==> src/mmtc_pkg.sv <==
package mmtc_pkg;

	localparam int unsigned TICK_MS_DEF      = 20;
	localparam int unsigned STALL_WINDOW_DEF = 25;

	localparam logic REQ_TICK  = 1'b0;
	localparam logic REQ_START = 1'b1;

	localparam logic [1:0] MODE_UP    = 2'd0;
	localparam logic [1:0] MODE_DOWN  = 2'd1;
	localparam logic [1:0] MODE_HOME  = 2'd2;
	localparam logic [1:0] MODE_CHECK = 2'd3;

	localparam logic [1:0] DIR_BRAKE = 2'd0;
	localparam logic [1:0] DIR_UP    = 2'd1;
	localparam logic [1:0] DIR_DOWN  = 2'd2;

	localparam logic ST_OK      = 1'b0;
	localparam logic ST_TIMEOUT = 1'b1;

	typedef enum logic [1:0] {
		PH_IDLE  = 2'd0,
		PH_UP    = 2'd1,
		PH_DOWN  = 2'd2,
		PH_CHECK = 2'd3
	} phase_t;

	typedef struct packed {
		logic        req_type;
		logic [1:0]  move_mode;
		logic [15:0] speed;
		logic [31:0] target_steps;
		logic [31:0] timeout_ms;
		logic        top_switch;
		logic        check_switch;
		logic [7:0]  encoder_pulses;
	} cmd_t;

	typedef struct packed {
		logic [1:0]  motor_dir;
		logic [15:0] pwm_speed;
		logic        driver_enable;
		logic        done_res;
		logic        status;
		logic        busy_res;
		logic [31:0] step_count;
	} res_t;

	typedef struct packed {
		phase_t      phase;
		logic [1:0]  active_mode;
		logic [31:0] steps_done;
		logic [31:0] elapsed_ms;
		logic [4:0]  window_ticks;
		logic [31:0] count_snapshot;
		logic [31:0] target_reg;
		logic [31:0] timeout_reg;
		logic [15:0] speed_reg;
	} mstate_t;

endpackage

==> src/mmtc_step.sv <==
module mmtc_step #(
	parameter int unsigned TICK_MS      = mmtc_pkg::TICK_MS_DEF,
	parameter int unsigned STALL_WINDOW = mmtc_pkg::STALL_WINDOW_DEF
) (
	input  mmtc_pkg::mstate_t st,
	input  mmtc_pkg::cmd_t    cmd,
	output mmtc_pkg::mstate_t nxt,
	output mmtc_pkg::res_t    res
);

	logic        en;
	logic        done;
	logic        stv;
	logic        run;
	logic        in_time;
	logic        keep;
	logic        s;
	logic [32:0] step_sum;
	logic [32:0] ms_sum;

	always_comb begin
		nxt      = st;
		en       = 1'b0;
		done     = 1'b0;
		stv      = mmtc_pkg::ST_OK;
		run      = 1'b0;
		in_time  = 1'b0;
		keep     = 1'b1;
		s        = mmtc_pkg::ST_OK;
		step_sum = {1'b0, st.steps_done} + 33'(cmd.encoder_pulses);
		ms_sum   = {1'b0, st.elapsed_ms} + 33'(TICK_MS);

		if (cmd.req_type == mmtc_pkg::REQ_START) begin
			if (st.phase == mmtc_pkg::PH_IDLE) begin
				nxt.active_mode = cmd.move_mode;
				nxt.target_reg  = cmd.target_steps;
				nxt.timeout_reg = cmd.timeout_ms;
				if (cmd.move_mode == mmtc_pkg::MODE_UP && cmd.top_switch) begin
					done = 1'b1;
				end else begin
					nxt.speed_reg      = cmd.speed;
					nxt.steps_done     = '0;
					nxt.elapsed_ms     = '0;
					nxt.window_ticks   = '0;
					nxt.count_snapshot = '0;
					en  = 1'b1;
					run = 1'b1;
					if (cmd.move_mode == mmtc_pkg::MODE_UP ||
					    (cmd.move_mode == mmtc_pkg::MODE_HOME && !cmd.top_switch))
						nxt.phase = mmtc_pkg::PH_UP;
					else if (cmd.move_mode == mmtc_pkg::MODE_CHECK)
						nxt.phase = mmtc_pkg::PH_CHECK;
					else
						nxt.phase = mmtc_pkg::PH_DOWN;
				end
			end
		end else if (st.phase != mmtc_pkg::PH_IDLE) begin
			run            = 1'b1;
			nxt.steps_done = step_sum[32] ? '1 : step_sum[31:0];
			nxt.elapsed_ms = ms_sum[32] ? '1 : ms_sum[31:0];
			if (st.window_ticks >= 5'(STALL_WINDOW)) begin
				nxt.window_ticks   = '0;
				en                 = (st.count_snapshot == nxt.steps_done);
				nxt.count_snapshot = nxt.steps_done;
			end else begin
				nxt.window_ticks = st.window_ticks + 5'd1;
			end
		end

		if (run) begin
			in_time = nxt.elapsed_ms < nxt.timeout_reg;
			case (nxt.phase)
				mmtc_pkg::PH_UP:
					keep = !cmd.top_switch && in_time &&
					       (nxt.active_mode == mmtc_pkg::MODE_HOME ||
					        nxt.target_reg == '0 || nxt.steps_done < nxt.target_reg);
				mmtc_pkg::PH_DOWN:
					keep = in_time && nxt.steps_done < nxt.target_reg;
				mmtc_pkg::PH_CHECK:
					keep = in_time && nxt.steps_done < nxt.target_reg && !cmd.check_switch;
				default:
					keep = 1'b1;
			endcase
			if (!keep) begin
				s = (nxt.phase == mmtc_pkg::PH_CHECK) ? !cmd.check_switch : !in_time;
				if (nxt.phase == mmtc_pkg::PH_UP && nxt.active_mode == mmtc_pkg::MODE_HOME &&
				    s == mmtc_pkg::ST_OK) begin
					// homed, start the down phase on the same transaction
					nxt.phase          = mmtc_pkg::PH_DOWN;
					nxt.steps_done     = '0;
					nxt.elapsed_ms     = '0;
					nxt.window_ticks   = '0;
					nxt.count_snapshot = '0;
					en                 = 1'b1;
					if (nxt.timeout_reg == '0 || nxt.target_reg == '0) begin
						nxt.phase = mmtc_pkg::PH_IDLE;
						done      = 1'b1;
						stv       = (nxt.timeout_reg == '0);
					end
				end else begin
					nxt.phase = mmtc_pkg::PH_IDLE;
					done      = 1'b1;
					stv       = s;
				end
			end
		end

		case (nxt.phase)
			mmtc_pkg::PH_IDLE: res.motor_dir = mmtc_pkg::DIR_BRAKE;
			mmtc_pkg::PH_UP:   res.motor_dir = mmtc_pkg::DIR_UP;
			default:           res.motor_dir = mmtc_pkg::DIR_DOWN;
		endcase
		res.pwm_speed     = nxt.speed_reg;
		res.driver_enable = en;
		res.done_res      = done;
		res.status        = done ? stv : mmtc_pkg::ST_OK;
		res.busy_res      = (nxt.phase != mmtc_pkg::PH_IDLE);
		res.step_count    = nxt.steps_done;
	end

endmodule

==> src/motor_move_timeout_controller.sv <==
// motor move sequencer with step target, phase timeout and stall watchdog
// cmd channel: one transaction per timer tick or start command (cmd.req_type),
//   accepted at a clock edge with cmd_valid high and cmd_stall low
// res channel: exactly one result transaction per command transaction, in order,
//   accepted at a clock edge with res_valid high and res_stall low
// an accepted command waits in the input register until the result register is free,
//   then its result is registered there and offered on res
// throughput: one transaction per cycle while res_stall is low; the move state
//   is updated in the single pass from the input register to the result register
// when res_stall holds the result register, one more command is taken into the
//   input register and cmd_stall then rises until the result is taken
// reset (arst_n low) empties both registers and returns the move state to idle
//   with all counters and held settings cleared
// a tick while idle returns the idle status; a start while busy is ignored
module motor_move_timeout_controller #(
	parameter int unsigned TICK_MS      = mmtc_pkg::TICK_MS_DEF,
	parameter int unsigned STALL_WINDOW = mmtc_pkg::STALL_WINDOW_DEF
) (
	input  logic             clk,
	input  logic             arst_n,
	input  logic             cmd_valid,
	output logic             cmd_stall,
	input  mmtc_pkg::cmd_t   cmd,
	output logic             res_valid,
	input  logic             res_stall,
	output mmtc_pkg::res_t   res
);

	logic              cmd_valid_s1;
	mmtc_pkg::cmd_t    cmd_s1;
	mmtc_pkg::mstate_t st_q;
	mmtc_pkg::mstate_t st_nxt;
	mmtc_pkg::res_t    res_d;
	logic              res_valid_q;
	mmtc_pkg::res_t    res_q;
	logic              out_free;
	logic              advance;

	assign out_free  = !res_valid_q || !res_stall;
	assign advance   = cmd_valid_s1 && out_free;
	assign cmd_stall = cmd_valid_s1 && !out_free;
	assign res_valid = res_valid_q;
	assign res       = res_q;

	mmtc_step #(
		.TICK_MS      (TICK_MS),
		.STALL_WINDOW (STALL_WINDOW)
	) u_step (
		.st  (st_q),
		.cmd (cmd_s1),
		.nxt (st_nxt),
		.res (res_d)
	);

	always_ff @(posedge clk or negedge arst_n) begin
		if (!arst_n) begin
			cmd_valid_s1 <= 1'b0;
		end else if (!cmd_stall) begin
			cmd_valid_s1 <= cmd_valid;
		end
	end

	always_ff @(posedge clk) begin
		if (!cmd_stall && cmd_valid) begin
			cmd_s1 <= cmd;
		end
	end

	always_ff @(posedge clk or negedge arst_n) begin
		if (!arst_n) begin
			res_valid_q <= 1'b0;
			st_q        <= '{phase: mmtc_pkg::PH_IDLE, default: '0};
		end else begin
			if (out_free) begin
				res_valid_q <= cmd_valid_s1;
			end
			if (advance) begin
				st_q <= st_nxt;
			end
		end
	end

	always_ff @(posedge clk) begin
		if (advance) begin
			res_q <= res_d;
		end
	end

	a_done_not_busy: assert property (@(posedge clk) disable iff (!arst_n)
		res_valid && res.done_res |-> !res.busy_res)
		else $error("finished move still reported busy");

	a_status_needs_done: assert property (@(posedge clk) disable iff (!arst_n)
		res_valid && res.status |-> res.done_res)
		else $error("timeout status without done");

	a_state_only_on_advance: assert property (@(posedge clk) disable iff (!arst_n)
		!advance |=> $stable(st_q))
		else $error("move state changed without a transaction");

	a_stall_when_blocked: assert property (@(posedge clk) disable iff (!arst_n)
		res_valid && res_stall && cmd_valid_s1 |-> cmd_stall)
		else $error("input taken while both registers are full");

endmodule

==> config.mk <==
export PLATFORM = sky130hd
export DESIGN_NAME = motor_move_timeout_controller
export DESIGN_NICKNAME = d
export VERILOG_FILES = /design/src/mmtc_pkg.sv /design/src/mmtc_step.sv /design/src/motor_move_timeout_controller.sv
export SDC_FILE = /design/constraint.sdc
export NUM_CORES = 1
export LEC_CHECK = 0
export BUFFER_PORTS_ARGS = -buffer_cell sky130_fd_sc_hd__clkbuf_2
export CAP_MARGIN = 20
export CORE_MARGIN = 2
export CORE_UTILIZATION = 45
export CTS_CLUSTER_SIZE = 25
export DETAILED_ROUTE_END_ITERATION = 10
export GPL_ROUTABILITY_DRIVEN = 1
export PLACE_DENSITY = 0.73
export SLEW_MARGIN = 5
export SYNTH_ARGS = -nofsm -noshare
export SYNTH_HDL_FRONTEND = slang
export SYNTH_SLANG_ARGS = --single-unit
==> constraint.sdc <==
create_clock -name clk -period 5.7 [get_ports clk]
set_input_delay 0 -clock clk [delete_from_list [all_inputs] [get_ports clk]]
set_output_delay 0 -clock clk [all_outputs]
set_load 0.03 [all_outputs]
## Word-level counts from Yosys, hierarchy flattened

Cells that the tools add are included.

| word-level totals | value |
|---|---|
| register bits after elaboration | 334 |
| output and inout port bits | 56 |
| logic and storage cells | 118 |

| cells by class | value |
|---|---|
| $add $sub $neg | 3 |
| $lt $le $gt $ge | 3 |
| eq/ne operators | 8 |
| muxes and demuxes | 44 |
| bitwise logic cells | 3 |
| reductions and logical operators | 31 |

Operators with widths:

| operator | count |
|---|---|
| two-way mux 101 bit | 6 |
| two-way mux 185 bit | 1 |
| two-way mux 32 bit | 3 |
| two-way mux 80 bit | 1 |
| logical NOT 32 bit | 2 |
| < comparator 32 bit | 2 |
| adder 32 x 5 -> 33 bit (second input constant) | 1 |
| adder 32 x 8 -> 33 bit | 1 |
| equality test 32 bit | 1 |
| two-way mux 1 bit | 22 |
| two-way mux 16 bit | 1 |
| two-way mux 2 bit | 6 |
| logical AND 1 bit | 11 |
| equality test 2 bit (second input constant) | 5 |
| logical NOT 1 bit | 7 |
| logical NOT 2 bit | 3 |
| adder 5 x 1 -> 5 bit (second input constant) | 1 |
| >= comparator 5 bit (second input constant) | 1 |
| logical OR 1 bit | 5 |
| two-way mux 5 bit | 1 |
| equality test 2 x 1 -> 1 bit (second input constant) | 2 |
| two-way mux 4 bit | 1 |
| case mux 2 bit (2 select lines) | 1 |
| nonzero test 2 bit | 2 |
| 3 further kinds | 5 |

## Longest topological paths before layout

| logic depth | value |
|---|---|
| depth after elaboration | 17 |
| gate-level depth with buffers | 22 |
| gate-level depth less buffers | 21 |

## Cells and area by module

Synthesis repeated with hierarchy kept, for this count alone.

| second synthesis, totals | value |
|---|---|
| cell total of the unflattened synthesis | 1892 |
| area, all modules | 19762.7 um^2 |

Modules (own cells, without submodules):

| module | instances | cells each | area each (um^2) | sequential area each (um^2) |
|---|---|---|---|---|
| motor_move_timeout_controller | 1 | 545 | 11383.4 | 9093.7 |
| mmtc_step | 1 | 1347 | 8379.3 | 0.0 |

## Least setup slack after synthesis

Ideal clock, no wire load.

| path | value |
|---|---|
| path type | register to register |
| start | register st_q[183] in the netlist's numbering |
| end | register res_q (netlist bit res[11]), data pin |
| arrival | 4.369 ns |
| data required time | 5.434 ns |
| setup slack | 1.064 ns |
| stages on the path, launching flop included | 21 |
| path buffers | 4 |
| period minus slack after synthesis | 4.636 ns |
| cell sequence | dfrtp_1 buf_2 o211ai_1 nor4bb_1 nand2_1 or2_2 clkbuf_1 nor3_1 xnor2_1 o211ai_1 ha_1 nand4_1 nor3_1 nand4_1 nor3_1 a221oi_2 nand2_1 nor4_1 buf_2 buf_1 nor2_1 |

RTL lines:

| element | RTL line | text |
|---|---|---|
| start: declaration | motor_move_timeout_controller.sv:31 | `mmtc_pkg::mstate_t st_q;` |
| start signal: assignment | motor_move_timeout_controller.sv:78 | `st_q <= st_nxt;` |
| end signal: assignment | motor_move_timeout_controller.sv:85 | `res_q <= res_d;` |
| end: declaration | motor_move_timeout_controller.sv:35 | `mmtc_pkg::res_t res_q;` |

==> run_results.csv <==
group,metric,value,unit
worst_setup_path,cp-end-kind,"flop",
worst_setup_path,cp_cell_sequence,"nand3_1 > or4_1 > nor4_4 > nor4_1 > or2_2 > a221oi_1 > ha_1 > nand3_1 > nor4_1 > o211ai_1 > and3_4 > o31ai_4 > o41a_2 > a21oi_1",
timing,min_period,5.541,ns
yosys,synth_top_cell_by_area,"dfrtp_1",
yosys,synth_top_family_by_area,"simple AND/OR/NAND/NOR gates",
worst_setup_path,path_buf_inv,0,
timing,slew_headroom,18.71,%
detailed_routing,drt-pass1-iter-count,5,
worst_setup_path,reg2reg_depth,14,
clock_tree,clock-sinks,334,
place,portBuffers,152,
timing,hold_ws,0.007624,ns
yosys,async_reset_ff_share,55.99,%
timing,fmax,180.5,MHz
layout,final_nets,2245,
grt,grt.overflow.total,0,
pwr,p_leak,9.550,nW
die,die_y,205.5,µm
detailed_routing,drtIter0Drc,1494,
grt,grtUsageMet2,40.68,%
clock_tree,cts_made_buffers,38,
timing,finalMaxSlewViolations,0,
worst_setup_path,cp_top_family,"simple AND/OR/NAND/NOR gates",
yosys,yosysUniqueCellTypes,86,
timing,final-setup-viol-count,0,
yosys,ys_ff_latch,334,
yosys,synth_nets,2010,
timing,rsz0062_at_grt,"false",
place,hpwl,38470,µm
worst_setup_path,cp_data_arrival_time,5.82,ns
detailed_routing,avgViaCountPerCell,5.974,
clock_tree,cts_root_buffer,"clkbuf_16",
clock_tree,clkSlewWorstSetupHoldPaths,0.06,ns
timing,hold_viol_final,0,
worst_setup_path,crit_required,5.98,ns
timing,setup-tns-final,0,ns
yosys,yosys.area_share.xor_xnor,2.533,%
pwr,p_total,9.498,mW
outcome,status,"finished clean",
layout,fillers,3409,
detailed_routing,ant_nets,0,
yosys,seq_area_frac_synth,49.75,%
yosys,synth_compound_area_share,16.21,%
yosys,synth_area_leaders,"dfrtp_1 26%, edfxtp_1 24%, nand2_1 6.5%",
worst_setup_path,rr_startpoint,"st_q[165]",
die,fp-row-count,73,
yosys,netlist.area_leader.share,25.60,%
layout,drive_gt1_share,15.18,%
clock_tree,cts_tree,"yes",
clock_tree,insertion_delay,0.55,ns
pwr,power_density,431.5,mW/mm²
die,die_x,205.5,µm
detailed_routing,vias,15700,
worst_setup_path,rr_endpoint,"res[32]",
grt,busiest_layer,"met2",
timing,tightest_slew,1.189,ns
detailed_routing,routed_wl,55490,µm
clock_tree,ctsHtreeMaxLevel,2,
yosys,synth_cells,1839,
hold_path,hp-class,"primary input to asynchronous set/reset pin",
clock_tree,max-clock-path-buffers,3,
grt,use_met3,5.369,%
die,core,0.03991,mm²
die,io_pins,153,
detailed_routing,wire_per_inst,21.12,µm
layout,instances_no_fill,2627,
grt,antenna_found_initial,1,
grt,grtUsageTotal,26.59,%
pwr,peakVddDrop,0.0003425,V
die,die-area,0.04225,mm²
worst_setup_path,critical_path_class,"flop to flop",
yosys,synth_fa_ha_area_share,5.106,%
die,start_util,45.79,%
grt,grt_max_degree,95,
yosys,syn_area_per_cell,9.940,µm²
grt,grt_use_met1,38.39,%
worst_setup_path,crit_fanout,9,
worst_setup_path,cpPeakStageDelay,0.79,ns
worst_setup_path,rrSetupSlack,0.16,ns
timing,clock_skew,0.02173,ns
layout,num_antenna_cells,0,
grt,grt_pass1_wl,86880,µm
yosys,synthSimpleGateAreaFrac,18.26,%
worst_setup_path,startpoint,"st_q[165]",
yosys,syn_area,0.01828,mm²
yosys,synth-edff-count,147,
yosys,synth_commonest_cells,"317 x nand2_1, 187 x dfrtp_1, 147 x edfxtp_1, 147 x o21ai_0, 109 x nor2_1",
layout,post-route-util,55.15,%
grt,grt_pass1_vias,15000,
layout,synthToLayoutAreaGrowth,20.42,%
timing,fin_crit_sh,97.21,%
place,gp_congestion,0.9123,
run,cap_violations,0,
yosys,synthMuxAreaShare,4.744,%
worst_setup_path,cp_slowest_cell,"or4_1",
place,dp.cells,2461,
yosys,synth.most_common_cell,"nand2_1",
detailed_routing,drc_errors,0,
worst_setup_path,crit_path_start_kind,"flop",
yosys,ys.warnings.count,0,
yosys,synthFlopType,"dfrtp_1",
==> where the power goes <==
part,internal [mW],switching (mW)
clock,1.47,1.04
sequential,3.06,0.352
combinational,1.25,2.32
total,5.78,3.72
==> layer usage <==
layer	routed length, µm	up-vias	part of all wire [%]
met5	0	-	0
met4	1395	0	2.5
met3	4626	107	8.3
met2	24930	717	45
met1	24530	7629	44
li1	-	7242	-
==> state kept, by name, indices dropped and copies added, names as in the netlist <==
signal	flops
cmd_valid_s1	1
res	54
cmd_s1	93
st_q	185
res_valid	1
==> metrics by stage <==
step           area (µm²)  setup WS, ns
3_5_place_dp        19770        0.3027
3_3_place_gp        19770        0.3105
5_1_grt             22010      0.001608
4_1_cts             22000        0.2825
2_1_floorplan       18280         1.065
6_report            22010        0.1593
==> worst reg2reg max path, delay by kind of cell, from the launching register on <==
family                   cells  cell delay (ns)
AO/OA/AOI/OAI                5             1.53
adder cells (fa/ha/maj)      1             0.28
flip-flops                   1             0.58
AND/OR/NAND/NOR              8             2.89
==> layout make-up <==
cell class / instances / area [µm²] / share of cell area, %
clock inverter: 24 / 250.2 / 1.137
clock buffer: 44 / 1015 / 4.610
timing repair buffer: 307 / 2238 / 10.17
sequential: 334 / 9094 / 41.31
tap: 525 / 656.9 / 2.984
inverter: 42 / 160.2 / 0.7276
multi-input combinational: 1351 / 8597 / 39.06
==> cells in the final DEF (no fill, tap or decap), types with 72 or more instances in the layout <==
cell type,count
mux2i_1,72
a21oi_1,83
nor2_1,108
dlygate4sd3_1,97
dfrtp_1,187
o21ai_0,147
clkbuf_2,151
edfxtp_1,147
nand2_1,316
ha_1,73
==> what timing repair did <==
item,CTS,global route
hold buffers,97,0
setup endpoints to repair,0,2
setup buffers,0,1
hold endpoints to repair,151,0
resized for setup,0,0
==> cell families after synthesis <==
kind of cell | Yosys count
xor+xnor | 48
buf+inv | 154
compound gates | 448
simple gates | 696
fa+ha+maj | 74
mux | 85
flops | 334
==> worst max-delay path by stage <==
stage          endpoint  slack [ns]  cells after the start
6_report        res[32]        0.16                     14
2_1_floorplan   res[11]        1.06                     20
5_1_grt         res[34]       0.002                     20
4_1_cts         res[32]        0.28                     14
3_5_place_dp    res[32]        0.30                     14
3_3_place_gp    res[32]        0.31                     14
No activity file was read; power rests on OpenSTA's default activity.
